--- src/design/eacc_pkg.sv ---
// ----------------------------------------------------------------------------
// eacc_pkg: shared types and constants
// Phase codes, bus access codes, transaction modes and configuration indexes.
// ----------------------------------------------------------------------------
package eacc_pkg;

   localparam int STACK_DEPTH  = 8;
   localparam int STACK_BITS   = $clog2(STACK_DEPTH);
   localparam int ADDRESS_BITS = 14;

   typedef enum logic [3:0] {
      PH_IDLE   = 4'd0,
      PH_FETCH  = 4'd1,
      PH_OPER1  = 4'd2,
      PH_OPER2  = 4'd3,
      PH_MREAD  = 4'd4,
      PH_MWRITE = 4'd5,
      PH_IN     = 4'd6,
      PH_OUT    = 4'd7
   } phase_type;

   typedef enum logic [2:0] {
      ACC_MEM_READ  = 3'd0,
      ACC_MEM_WRITE = 3'd1,
      ACC_IO_INPUT  = 3'd2,
      ACC_IO_OUTPUT = 3'd3,
      ACC_IDLE      = 3'd4
   } access_type;

   localparam logic [1:0] MODE_COMPLETE = 2'd0;
   localparam logic [1:0] MODE_JAM      = 2'd1;
   localparam logic [1:0] MODE_RESUME   = 2'd2;

   localparam logic CSR_BREAKPOINT  = 1'b0;
   localparam logic CSR_SINGLE_STEP = 1'b1;

   // even parity of a byte
   function automatic logic even_parity(input logic [7:0] v);
      even_parity = ~(^v);
   endfunction

endpackage

--- src/design/eight_bit_accumulator_cpu_core_top.sv ---
// ----------------------------------------------------------------------------
// eight_bit_accumulator_cpu_core_top: bus-stepped 8-bit accumulator cpu core
// Each request transaction completes a bus access, jams an interrupt
// instruction or resumes from halt; each response is the next bus request.
// ----------------------------------------------------------------------------
// On acceptance of a request transaction the core updates its
// registers, stack and phase in a single pass and registers the next bus
// request into a one-entry response register, so one transaction per cycle
// is sustained while responses are taken; a request is still accepted while
// the response register holds an untaken response as long as that response
// is taken in the same cycle. The response appears in the cycle after its
// request is accepted. Return stack and register file are flip-flops cleared by reset.
module eight_bit_accumulator_cpu_core_top (
   input  logic                                clock,
   input  logic                                reset,
   input  logic                                req_valid,
   output logic                                req_ready,
   input  logic [1:0]                          req_mode,
   input  logic [7:0]                          req_read_data,
   input  logic [7:0]                          req_jam_first,
   input  logic [7:0]                          req_jam_second,
   input  logic [7:0]                          req_jam_third,
   input  logic [1:0]                          req_jam_count,
   output logic                                rsp_valid,
   input  logic                                rsp_ready,
   output logic [2:0]                          rsp_access,
   output logic [eacc_pkg::ADDRESS_BITS-1:0]   rsp_address,
   output logic [7:0]                          rsp_write_data,
   output logic                                rsp_opcode_fetch,
   output logic                                rsp_instruction_done,
   output logic [3:0]                          rsp_states_used,
   output logic [3:0]                          rsp_condition_flags,
   output logic [15:0]                         rsp_program_counter,
   input  logic                                csr_write,
   input  logic                                csr_index,
   input  logic [15:0]                         csr_data
);
   import eacc_pkg::*;

   // architectural state
   logic [15:0]           stack_ff [STACK_DEPTH];
   logic [15:0]           stack_in [STACK_DEPTH];
   logic [STACK_BITS-1:0] sp_ff, sp_in;
   logic [7:0]            regs_ff [7];
   logic [7:0]            regs_in [7];
   logic [3:0]            flags_ff, flags_in;
   logic                  halted_ff, halted_in;
   logic [7:0]            jam_ff [3];
   logic [7:0]            jam_in [3];
   logic [1:0]            jam_pos_ff, jam_pos_in;
   logic [1:0]            jam_len_ff, jam_len_in;
   logic                  jam_act_ff, jam_act_in;
   logic [7:0]            opcode_ff, opcode_in;
   logic [15:0]           operand_ff, operand_in;
   phase_type             phase_ff, phase_in;
   logic [15:0]           bkpt_ff;
   logic                  sstep_ff;

   // response register
   logic                  rsp_valid_ff;
   logic [2:0]            acc_ff, acc_in;
   logic [ADDRESS_BITS-1:0] addr_ff, addr_in;
   logic [7:0]            wd_ff, wd_in;
   logic                  fetch_ff, fetch_in;
   logic                  done_ff, done_in;
   logic [3:0]            states_ff, states_in;
   logic [3:0]            rflags_ff;
   logic [15:0]           rpc_ff, rpc_in;

   logic accept;

   assign req_ready = !rsp_valid_ff || rsp_ready;
   assign accept    = req_valid && req_ready;

   // configuration registers
   always_ff @(posedge clock) begin
      if (reset) begin
         bkpt_ff  <= 16'hFFFF;
         sstep_ff <= 1'b0;
      end else if (csr_write) begin
         unique case (csr_index)
            CSR_BREAKPOINT:  bkpt_ff  <= csr_data;
            CSR_SINGLE_STEP: sstep_ff <= csr_data[0];
            default: ;
         endcase
      end
   end

   // one instruction step
   always_comb begin
      logic [7:0]  op, a, s, rv;
      logic [8:0]  r;
      logic [2:0]  dst, src, rr, low;
      logic [1:0]  have, need, n;
      logic        c, fin, store, cond, go;
      logic [3:0]  cyc, scyc;
      logic [15:0] pc, sv;
      logic [7:0]  stv;
      logic        alu_go;
      logic [2:0]  alu_kind;
      logic [7:0]  alu_src;

      stack_in   = stack_ff;
      sp_in      = sp_ff;
      regs_in    = regs_ff;
      flags_in   = flags_ff;
      halted_in  = halted_ff;
      jam_in     = jam_ff;
      jam_pos_in = jam_pos_ff;
      jam_len_in = jam_len_ff;
      jam_act_in = jam_act_ff;
      opcode_in  = opcode_ff;
      operand_in = operand_ff;
      phase_in   = phase_ff;
      done_in    = 1'b0;
      states_in  = 4'd0;
      fin   = 1'b0;
      cyc   = 4'd0;
      store = 1'b0;
      stv   = 8'd0;
      scyc  = 4'd0;
      alu_go   = 1'b0;
      alu_kind = 3'd0;
      alu_src  = 8'd0;
      have  = 2'd0;
      go    = 1'b0;
      pc    = stack_ff[sp_ff];
      op    = opcode_ff;
      a = 8'd0; s = 8'd0; rv = 8'd0; r = 9'd0; dst = 3'd0; src = 3'd0;
      rr = 3'd0; low = 3'd0; need = 2'd0; n = 2'd0; c = 1'b0; cond = 1'b0;
      sv = 16'd0;

      // bus completion, jam entry or resume from halt
      if (req_mode == MODE_COMPLETE) begin
         unique case (phase_ff)
            PH_FETCH: begin
               if (pc == bkpt_ff) halted_in = 1'b1;
               stack_in[sp_ff] = pc + 16'd1;
               op = req_read_data; opcode_in = op; operand_in = 16'd0;
               have = 2'd0; go = 1'b1;
            end
            PH_OPER1: begin
               operand_in = operand_ff | {8'd0, req_read_data};
               stack_in[sp_ff] = pc + 16'd1;
               have = 2'd1; go = 1'b1;
            end
            PH_OPER2: begin
               operand_in = operand_ff | {req_read_data, 8'd0};
               stack_in[sp_ff] = pc + 16'd1;
               have = 2'd2; go = 1'b1;
            end
            PH_MREAD: begin
               if (op[7:6] == 2'd3) begin
                  store = 1'b1; stv = req_read_data; scyc = 4'd8;
               end else begin
                  alu_go = 1'b1; alu_kind = op[5:3]; alu_src = req_read_data;
                  fin = 1'b1; cyc = 4'd8;
               end
            end
            PH_MWRITE: begin
               fin = 1'b1; cyc = (op[7:6] == 2'd3) ? 4'd7 : 4'd9;
            end
            PH_IN: begin
               regs_in[0] = req_read_data; fin = 1'b1; cyc = 4'd8;
            end
            PH_OUT: begin
               fin = 1'b1; cyc = 4'd5;
            end
            default: ;
         endcase
      end else if (req_mode == MODE_JAM) begin
         if (phase_ff == PH_IDLE || phase_ff == PH_FETCH) begin
            n = (req_jam_count == 2'd0) ? 2'd1 : req_jam_count;
            jam_in[0] = req_jam_first;
            jam_in[1] = req_jam_second;
            jam_in[2] = req_jam_third;
            jam_len_in = n;
            halted_in  = 1'b0;
            jam_pos_in = 2'd1;
            jam_act_in = (n > 2'd1);
            op = req_jam_first; opcode_in = op; operand_in = 16'd0;
            have = 2'd0; go = 1'b1;
         end
      end else if (req_mode == MODE_RESUME) begin
         if (phase_ff == PH_IDLE) begin
            halted_in = 1'b0;
            phase_in  = PH_FETCH;
         end
      end

      // operand gathering (at most two bytes from the jam) and execution
      if (go) begin
         if (op[7:6] == 2'd0 && (op[2:0] == 3'd4 || op[2:0] == 3'd6)) need = 2'd1;
         else if (op[7:6] == 2'd1 && !op[0]) need = 2'd2;
         else need = 2'd0;
         if (have < need && jam_act_in) begin
            operand_in = operand_in | (have[0] ? {jam_in[jam_pos_in], 8'd0}
                                               : {8'd0, jam_in[jam_pos_in]});
            jam_pos_in = jam_pos_in + 2'd1;
            if (jam_pos_in >= jam_len_in) jam_act_in = 1'b0;
            have = have + 2'd1;
         end
         if (have < need && jam_act_in) begin
            operand_in = operand_in | {jam_in[jam_pos_in], 8'd0};
            jam_pos_in = jam_pos_in + 2'd1;
            if (jam_pos_in >= jam_len_in) jam_act_in = 1'b0;
            have = have + 2'd1;
         end
         if (have < need) begin
            phase_in = (have != 2'd0) ? PH_OPER2 : PH_OPER1;
         end else begin
            src = op[2:0];
            rr  = op[5:3];
            low = op[2:0];
            cond = flags_ff[op[4:3]] == op[5];
            unique case (op[7:6])
               2'd3: begin
                  if (op == 8'hFF) begin
                     halted_in = 1'b1; fin = 1'b1; cyc = 4'd9;
                  end else if (src == 3'd7) phase_in = PH_MREAD;
                  else begin
                     store = 1'b1; stv = regs_ff[src]; scyc = 4'd5;
                  end
               end
               2'd2: begin
                  if (src == 3'd7) phase_in = PH_MREAD;
                  else begin
                     alu_go = 1'b1; alu_kind = op[5:3]; alu_src = regs_ff[src];
                     fin = 1'b1; cyc = 4'd5;
                  end
               end
               2'd1: begin
                  if (op[0]) begin
                     phase_in = (op[5:4] == 2'd0) ? PH_IN : PH_OUT;
                  end else begin
                     cyc = 4'd9;
                     if (op[2] || cond) begin
                        if (op[1]) begin
                           sp_in = sp_ff + STACK_BITS'(1); cyc = 4'd11;
                        end
                        stack_in[sp_in] = operand_in;
                     end
                     fin = 1'b1;
                  end
               end
               default: begin
                  if (low < 3'd2) begin
                     if (rr == 3'd0) begin
                        halted_in = 1'b1; fin = 1'b1; cyc = 4'd4;
                     end else begin
                        if (rr != 3'd7) begin
                           rv = regs_ff[rr] + (low[0] ? 8'hFF : 8'h01);
                           regs_in[rr] = rv;
                           flags_in = {even_parity(rv), rv[7], rv == 8'd0, flags_ff[0]};
                        end
                        fin = 1'b1; cyc = 4'd5;
                     end
                  end else if (low == 3'd2) begin
                     a = regs_ff[0]; c = flags_ff[0];
                     rv = a; s[0] = c;
                     case (op)
                        8'o002: begin rv = {a[6:0], a[7]}; s[0] = a[7]; end
                        8'o012: begin rv = {a[0], a[7:1]}; s[0] = a[0]; end
                        8'o022: begin rv = {a[6:0], c};    s[0] = a[7]; end
                        8'o032: begin rv = {c, a[7:1]};    s[0] = a[0]; end
                        default: ;
                     endcase
                     regs_in[0] = rv;
                     flags_in = {flags_ff[3:1], s[0]};
                     fin = 1'b1; cyc = 4'd5;
                  end else if (low[1:0] == 2'd3) begin
                     if (op[2] || cond) begin
                        sp_in = sp_ff - STACK_BITS'(1); cyc = 4'd5;
                     end else cyc = 4'd3;
                     fin = 1'b1;
                  end else if (low == 3'd4) begin
                     alu_go = 1'b1; alu_kind = rr; alu_src = operand_in[7:0];
                     fin = 1'b1; cyc = 4'd8;
                  end else if (low == 3'd5) begin
                     sp_in = sp_ff + STACK_BITS'(1);
                     stack_in[sp_in] = {10'd0, op[5:3], 3'd0};
                     fin = 1'b1; cyc = 4'd5;
                  end else begin
                     store = 1'b1; stv = operand_in[7:0]; scyc = 4'd8;
                  end
               end
            endcase
         end
      end

      // alu operation on the accumulator
      if (alu_go) begin
         a = regs_ff[0]; c = flags_ff[0];
         case (alu_kind)
            3'd0: r = {1'b0, a} + {1'b0, alu_src};
            3'd1: r = {1'b0, a} + {1'b0, alu_src} + {8'd0, c};
            3'd2: r = {1'b0, a} - {1'b0, alu_src};
            3'd3: r = {1'b0, a} - {1'b0, alu_src} - {8'd0, c};
            3'd4: r = {1'b0, a & alu_src};
            3'd5: r = {1'b0, a ^ alu_src};
            3'd6: r = {1'b0, a | alu_src};
            default: r = {1'b0, a} - {1'b0, alu_src};
         endcase
         if (alu_kind != 3'd7) regs_in[0] = r[7:0];
         flags_in = {even_parity(r[7:0]), r[7], r[7:0] == 8'd0, r[8]};
      end

      // register or memory destination
      if (store) begin
         dst = op[5:3];
         if (dst == 3'd7) begin
            operand_in = {8'd0, stv};
            phase_in   = PH_MWRITE;
         end else begin
            regs_in[dst] = stv;
            fin = 1'b1; cyc = scyc;
         end
      end

      // instruction end
      if (fin) begin
         done_in    = 1'b1;
         states_in  = cyc;
         jam_act_in = 1'b0;
         if (sstep_ff) halted_in = 1'b1;
         phase_in = halted_in ? PH_IDLE : PH_FETCH;
      end

      // next bus request
      sv = stack_in[sp_in];
      acc_in = ACC_IDLE; addr_in = '0; wd_in = 8'd0;
      unique case (phase_in)
         PH_FETCH, PH_OPER1, PH_OPER2: begin
            acc_in = ACC_MEM_READ; addr_in = sv[ADDRESS_BITS-1:0];
         end
         PH_MREAD: begin
            acc_in = ACC_MEM_READ; addr_in = {regs_in[5][5:0], regs_in[6]};
         end
         PH_MWRITE: begin
            acc_in = ACC_MEM_WRITE; addr_in = {regs_in[5][5:0], regs_in[6]};
            wd_in = operand_in[7:0];
         end
         PH_IN: begin
            acc_in = ACC_IO_INPUT; addr_in = {9'd0, opcode_in[5:1]};
         end
         PH_OUT: begin
            acc_in = ACC_IO_OUTPUT; addr_in = {9'd0, opcode_in[5:1]};
            wd_in = regs_in[0];
         end
         default: ;
      endcase
      fetch_in = (phase_in == PH_FETCH);
      rpc_in   = sv;
   end

   // state registers
   always_ff @(posedge clock) begin
      if (reset) begin
         for (int i = 0; i < STACK_DEPTH; i++) stack_ff[i] <= 16'd0;
         for (int i = 0; i < 7; i++) regs_ff[i] <= 8'd0;
         sp_ff      <= '0;
         flags_ff   <= 4'd0;
         halted_ff  <= 1'b1;
         jam_pos_ff <= 2'd0;
         jam_len_ff <= 2'd0;
         jam_act_ff <= 1'b0;
         opcode_ff  <= 8'd0;
         operand_ff <= 16'd0;
         phase_ff   <= PH_IDLE;
         rsp_valid_ff <= 1'b0;
      end else begin
         if (accept) begin
            stack_ff   <= stack_in;
            regs_ff    <= regs_in;
            sp_ff      <= sp_in;
            flags_ff   <= flags_in;
            halted_ff  <= halted_in;
            jam_pos_ff <= jam_pos_in;
            jam_len_ff <= jam_len_in;
            jam_act_ff <= jam_act_in;
            opcode_ff  <= opcode_in;
            operand_ff <= operand_in;
            phase_ff   <= phase_in;
         end
         if (accept) rsp_valid_ff <= 1'b1;
         else if (rsp_ready) rsp_valid_ff <= 1'b0;
      end
   end

   // jam bytes and response payload
   always_ff @(posedge clock) begin
      if (accept) begin
         jam_ff    <= jam_in;
         acc_ff    <= acc_in;
         addr_ff   <= addr_in;
         wd_ff     <= wd_in;
         fetch_ff  <= fetch_in;
         done_ff   <= done_in;
         states_ff <= states_in;
         rflags_ff <= flags_in;
         rpc_ff    <= rpc_in;
      end
   end

   assign rsp_valid            = rsp_valid_ff;
   assign rsp_access           = acc_ff;
   assign rsp_address          = addr_ff;
   assign rsp_write_data       = wd_ff;
   assign rsp_opcode_fetch     = fetch_ff;
   assign rsp_instruction_done = done_ff;
   assign rsp_states_used      = states_ff;
   assign rsp_condition_flags  = rflags_ff;
   assign rsp_program_counter  = rpc_ff;

endmodule

--- config.mk ---
export PLATFORM = sky130hd
export DESIGN_NAME = eight_bit_accumulator_cpu_core_top
export DESIGN_NICKNAME = d
export VERILOG_FILES = /design/src/design/eacc_pkg.sv /design/src/design/eight_bit_accumulator_cpu_core_top.sv
export SDC_FILE = /design/constraint.sdc
export NUM_CORES = 2
export LEC_CHECK = 0
export BUFFER_PORTS_ARGS = -buffer_cell sky130_fd_sc_hd__buf_2
export CORE_MARGIN = 1
export CORE_UTILIZATION = 40
export CTS_BUF_LIST = sky130_fd_sc_hd__clkbuf_4 sky130_fd_sc_hd__clkbuf_8 sky130_fd_sc_hd__clkbuf_16
export DETAILED_ROUTE_END_ITERATION = 10
export PLACE_DENSITY_LB_ADDON = 0.3
export SLEW_MARGIN = 10
export SYNTH_ARGS = -nofsm -noshare
export SYNTH_HDL_FRONTEND = slang
export SYNTH_SLANG_ARGS = --single-unit
--- constraint.sdc ---
create_clock -name clock -period 35.3 [get_ports clock]
set_clock_uncertainty 0.1 [all_clocks]
set_input_delay 7.06 -clock clock [delete_from_list [all_inputs] [get_ports clock]]
set_output_delay 7.06 -clock clock [all_outputs]
set_load 0.005 [all_outputs]
# After elaboration in Yosys (flattened, before gate mapping)
# Cells that the tools add are included.
# totals
regBits,318
latchBits,0
ramBits,0
rom_bits,0
wordCells,459
mem_count,0
# classes
add_sub_neg,12
mul,0
div_mod_pow,0
n_lt_le_gt_ge,20
n_eq_ne,41
shift,0
mux,288
bitwise,18
n_reduce_logical,42
# ops
op,n
$mux 128,11
$mux 56,7
$bwmux 128,3
$mux 8,42
$mux 16,18
$pmux 128 s2,1
$mux 4,46
$demux 16 s3,3
$bwmux 56,2
$bmux 16 s3,2
$mux 3,27
$mux 1,73
$mux 24,3
$pmux 9 s6,1
$bmux 8 s3,2
$mux 48,1
$or 16x16->16,3
$pmux 16 s3,1
$pmux 8 s2,3
$mux 2,21
$pmux 14 s3,1
$bmux 8 s2,2
$eq 4x3->1 const B,8
$pmux 8 s4,1
62 further kinds,139

# Logic depth before layout (Yosys ltp)
# depth
ltp_word,38
ltp_mapped,57
mapped_depth_nobuf,47

# Worst setup path after synthesis
# No wires, ideal clock.
# synth_timing
path_kind,input-to-reg
from,in req_mode[1]
to,reg flags_ff[3]
arrival_time_ns,17.376
t_required_ns,35.129
setup_slack_ns,17.753
cell_stages,54
n_path_buf,9
path_cell_list,buf_2 -> nor4_4 -> nand2_2 -> clkbuf_1 -> buf_1 -> clkbuf_1 -> clkbuf_1 -> o22ai_1 -> nor2_1 -> inv_1 -> ha_1 -> inv_1 -> clkbuf_1 -> o21ai_0 -> ha_1 -> nand4b_1 -> a211o_1 -> nand2_1 -> (+18 left out) -> nor2b_1 -> o21ai_0 -> a21oi_1 -> o21ai_0 -> nand2b_1 -> xnor2_1 -> nand2_1 -> nor2_1 -> xnor2_1 -> a2111oi_2 -> nor4_2 -> ha_1 -> xnor2_1 -> xnor2_1 -> nand2_1 -> o21ai_0 -> nand2_1 -> a21oi_1
# synth_between
elab_chain_len,30
# synth_rtl
element,line,rtl
start: declaration,eight_bit_accumulator_cpu_core_top.sv:18,"input logic [1:0] req_mode,"
$eq 2x1->1,eight_bit_accumulator_cpu_core_top.sv:171,end else if (req_mode == MODE_JAM) begin
$mux 8,--,
$mux 8 *,--,
named net opcode_in[6],eight_bit_accumulator_cpu_core_top.sv:53,"logic [7:0] opcode_ff, opcode_in;"
$eq 2x1->1,"eight_bit_accumulator_cpu_core_top.sv:194, eight_bit_accumulator_cpu_core_top.sv:216",
$logic_and 1x1->1,eight_bit_accumulator_cpu_core_top.sv:194,else if (op[7:6] == 2'd1 && !op[0]) need = 2'd2;
$mux 2,eight_bit_accumulator_cpu_core_top.sv:194,
$mux 2,eight_bit_accumulator_cpu_core_top.sv:193,if (op[7:6] == 2'd0 && (op[2:0] == 3'd4 || op[2:0] == 3'd6)) need = 2'd1;
(+16 left out),--,
$sub 8x8->9 or $add 8x8->9 (tied branches),--,
$sub 9x1->9 or $add 9x1->9 (tied branches),"eight_bit_accumulator_cpu_core_top.sv:298, eight_bit_accumulator_cpu_core_top.sv:296",
$pmux 9 s6,eight_bit_accumulator_cpu_core_top.sv:294,case (alu_kind)
$mux 9,eight_bit_accumulator_cpu_core_top.sv:292,if (alu_go) begin
$reduce_xor 8->1,eacc_pkg.sv:39,even_parity = ~(^v);
$not 1->1,eacc_pkg.sv:39,
$mux 4 *,eight_bit_accumulator_cpu_core_top.sv:292,
named net flags_in[3],eight_bit_accumulator_cpu_core_top.sv:46,"logic [3:0] flags_ff, flags_in;"
end signal: assignment,eight_bit_accumulator_cpu_core_top.sv:376,flags_ff <= flags_in;
end: declaration,eight_bit_accumulator_cpu_core_top.sv:46,
# The timed path passes the listed nets; every way through them passes the cells marked *. The select of a mux whose other input is x is not followed.
# A chain may end at the register's enable or synchronous reset.

# Final worst setup path
# layout_timing
from,in req_mode[1]
to,reg flags_ff[3]
# layout_between
elab_chain_len,30
# layout_rtl
element,line,rtl
$eq 2x1->1,eight_bit_accumulator_cpu_core_top.sv:171,
$mux 8 (2 in series),--,
$eq 2x1->1 (tied with other cells),"eight_bit_accumulator_cpu_core_top.sv:194, eight_bit_accumulator_cpu_core_top.sv:216",
$logic_and 1x1->1 or $logic_or 1x1->1 (tied branches),"eight_bit_accumulator_cpu_core_top.sv:194, eight_bit_accumulator_cpu_core_top.sv:193",
$mux 2 or $logic_and 1x1->1 (tied branches),"eight_bit_accumulator_cpu_core_top.sv:194, eight_bit_accumulator_cpu_core_top.sv:193",
$mux 2,eight_bit_accumulator_cpu_core_top.sv:193,
$mux 2,eight_bit_accumulator_cpu_core_top.sv:192,if (go) begin
$lt 2x2->1,eight_bit_accumulator_cpu_core_top.sv:196,if (have < need && jam_act_in) begin
(+14 left out),--,
$sub 8x8->9 or $add 8x8->9 (tied branches),--,
$sub 9x1->9 or $add 9x1->9 (tied branches),"eight_bit_accumulator_cpu_core_top.sv:298, eight_bit_accumulator_cpu_core_top.sv:296",
$pmux 9 s6,eight_bit_accumulator_cpu_core_top.sv:294,
$mux 9,eight_bit_accumulator_cpu_core_top.sv:292,
$reduce_xor 8->1,eacc_pkg.sv:39,
$not 1->1,eacc_pkg.sv:39,
$mux 4 *,eight_bit_accumulator_cpu_core_top.sv:292,
named net flags_in[3],eight_bit_accumulator_cpu_core_top.sv:46,
# Marks and branches as above.

==> metrics.txt <==
Synth Register Bits approximately 320; clock power share 30.6%; antenna violations before repair 3; post-synth cell types approximately 110; Die X 254.2 microns; clock buffer count from CTS 39; largest net degree at the start of global routing 167; RSZ-0062 raised after global routing no; Gate power share 39.3%; Initial Util 40.41%; CP Capture Type register; setup TNS 0 ps; Met1 Wirelength 48,210 microns; R2R Path Start phase_ff[1]; Worst IR Drop VDD 0.03147 mV; vias in the first global route 25,690; hold crit path type reg -> reg; core area 62,970 sq um; final hold vios 0; Synth warnings 0; num rows 92; Sequential Power Share 30.1%; nets@finish between 3,000 and 4,000; nature of the critical path startpoint input port; PD cells between 50 and 60 nW/um^2; Pwr Total 0.001424 W; total gr overflow 0; LEAKAGE 10.14 nW; first-pass GRT wire length 174,000 microns; WL final between 100,000 and 150,000 microns; layout cell share with drive strength beyond 1 11.88%; Syn Area/Cell 7.337 sq um; Post-CTS Resized 0; Die Y roughly 250 microns; pin slew with the least headroom to its limit 1247 ps; arrival time worst endpoint 19,260 ps; status completed; CP Class in -> reg; Post-synth EDFFs 75; Via Count 29,090; slowest stage delay, CP 780 ps; remaining antenna violation count 0; Clock Pin Slew Worst Setup and Hold Paths 60 ps; largest cells by area after synthesis dfxtp_1 (19%), edfxtp_1 (8.9%), nand2_1 (7.6%); met2 WL slightly below 50,000 microns; Critical-path top delay cell a222oi_1; Top Metal Used met5; cell-internal power 0.0008338 W; commonest cells in the netlist nand2_1 (513), nor2_1 (425), a21oi_1 (330); maximum clock rate 53.03 MHz; r2r setup slk about 22,000 ps; Syn Inst Count 3,468; # H-tree levels 2; ys async rst share 0%; path depth of the worst reg2reg path 44; Critical Path Most Common Cell nand2_1; Min-Delay Path Depth 2; DRT Pass-1 Iters 7; non-filler cells, final approximately 4,300; die footprint 64,630 sq um; gr usage total 35.98%; Hold EP operand_ff[13]; Slew headroom 16.25%; Slew Limit Fails 0; CTS Sinks around 320; synth-to-layout area growth 10.93%; fin util 44.83%; max cap viols 0; Root Driver clkbuf_16; Worst Hold Launch operand_ff[13]; Max FO, Critical Path 51; gpl congestion just over 1; Synth top area share 19.12%; later-pin clock latency in the skew report between 500 and 600 ps; Req. time, crit path 35,710 ps; placed insts ~4,300; # hold bufs at CTS 0; final period utilization 53.42%; Post-DP HPWL 84,580 microns; DRC Markers 0; 1st-iter DRT viols 4,522; R2R Path End flags_ff[3]; post-synthesis sequential area ratio between 20 and 30%; Post-CTS Setup Bufs 0; port buffer count 110; setup violators final 0; count leader, synth nand2_1; Switching Share 41.43%; top_reg_cell synth dfxtp_1; sw power 0.0005897 W; met3 wire length ~17,000 microns; Via density 6.716; DR WL/cell 27.84 microns; I/O pin cnt 111; cell taking the most area after synthesis dfxtp_1; min Tclk post-route 18,860 ps; CTS tree built; cell area after synthesis 25,450 sq um; post-synthesis net count 3,585; Max Buffers Root-to-Sink 3
## worst max-delay path: cells and delay by family
kind            cells  cell delay (ps)
mux                 1              400
xor+xnor            4              680
simple gates       15             3390
buf+inv             5             1430
fa+ha+maj           7             2400
compound gates     13             3850
## cells in the final DEF, fill, tap and decap left out, types with 11 or more instances in the layout
cell	count
edfxtp_1	75
dfxtp_1	240
mux2_2	32
a22o_1	14
ha_1	55
o32ai_1	16
inv_1	69
nor2_1	420
a211oi_1	149
o21ai_0	181
a22oi_1	53
o21ai_1	13
buf_4	102
buf_2	109
xnor2_1	55
nand4_1	23
nor2b_1	13
o22ai_1	83
nand2b_1	21
nand3_1	112
a221oi_1	28
nor3_1	100
clkbuf_16	41
o21a_1	13
mux2i_1	96
and3_1	25
mux4_2	16
o31ai_1	16
o221a_2	11
a21oi_1	330
o211ai_1	32
o221ai_1	20
a21o_1	25
nand2_1	512
nor4_1	14
or3_1	17
and2_1	28
a31oi_1	38
xor2_1	14
## how the worst max path moves through the flow
stage	to	slack (ps)	from	cells after the start
after floorplan	flags_ff[3]	17750	req_mode[1]	54
after global placement	flags_ff[3]	16450	req_mode[1]	45
after detailed placement	flags_ff[3]	16160	req_mode[1]	45
after CTS	flags_ff[3]	16710	req_mode[1]	45
after global routing	flags_ff[3]	15820	req_mode[1]	45
final	flags_ff[3]	16440	req_mode[1]	45
## state kept, by name (all words and copies together) (netlist names)
name                  count
rsp_valid                 1
rsp_states_used           4
opcode_ff                 8
rsp_write_data            8
rsp_condition_flags       4
rsp_instruction_done      1
phase_ff                  4
jam_act_ff                1
sp_ff                     3
regs_ff                  56
rsp_access                3
operand_ff               16
stack_ff                128
jam_pos_ff                2
rsp_address              14
bkpt_ff                  16
jam_len_ff                2
sstep_ff                  1
jam_ff                   24
rsp_opcode_fetch          1
halted_ff                 1
rsp_program_counter      16
flags_ff                  4
## power by group through the flow
stage	registers [W]	clock network (W)	logic, W
final	0.000429	0.000435	0.000560
after global placement	0.000435	0	0.000532
after floorplan	0.000428	0	0.000342
after detailed placement	0.000434	0	0.000531
after CTS	0.000427	0.000437	0.000534
after global routing	0.000431	0.000453	0.000584
## area by class of cell
class	count	area [sq um]
repair buffers	212	1323
fillers	6486	34740
well taps	846	1059
clock buffers	52	1146
multi-input cells	2809	17060
diodes	1	2.502
inverters	76	292.8
flip-flops and latches	318	7121
clock inverters	17	219.0
## metal layers
| metal | GRT usage (%) | vias to the layer above |
|---|---|---|
| li1 | - | 12840 |
| met1 | 49.43 | 13610 |
| met2 | 50.67 | 2184 |
| met3 | 10.35 | 456 |
| met4 | 18.42 | 2 |
| met5 | 0 | - |
## cells by family after synthesis
group | Yosys count | synth area share, %
AOI/OAI and AO/OA | 1182 | 30.93
xor gates and xnor gates | 69 | 2.375
adders and majority gates | 59 | 2.990
muxes | 145 | 6.697
DFF | 318 | 27.97
and+or+nand+nor | 1354 | 23.64
buffers and inverters | 341 | 5.399
## metrics by stage
stage	hold slack [ps]	worst slack, ps	cell area (sq um)
2_1_floorplan	331.7	17750	25450
3_3_place_gp	341.6	16450	26860
3_5_place_dp	348.3	16160	26860
4_1_cts	355.1	16710	28220
5_1_grt	372.5	15820	28220
6_report	355.5	16440	28230
(Power assumes the default switching activity.)
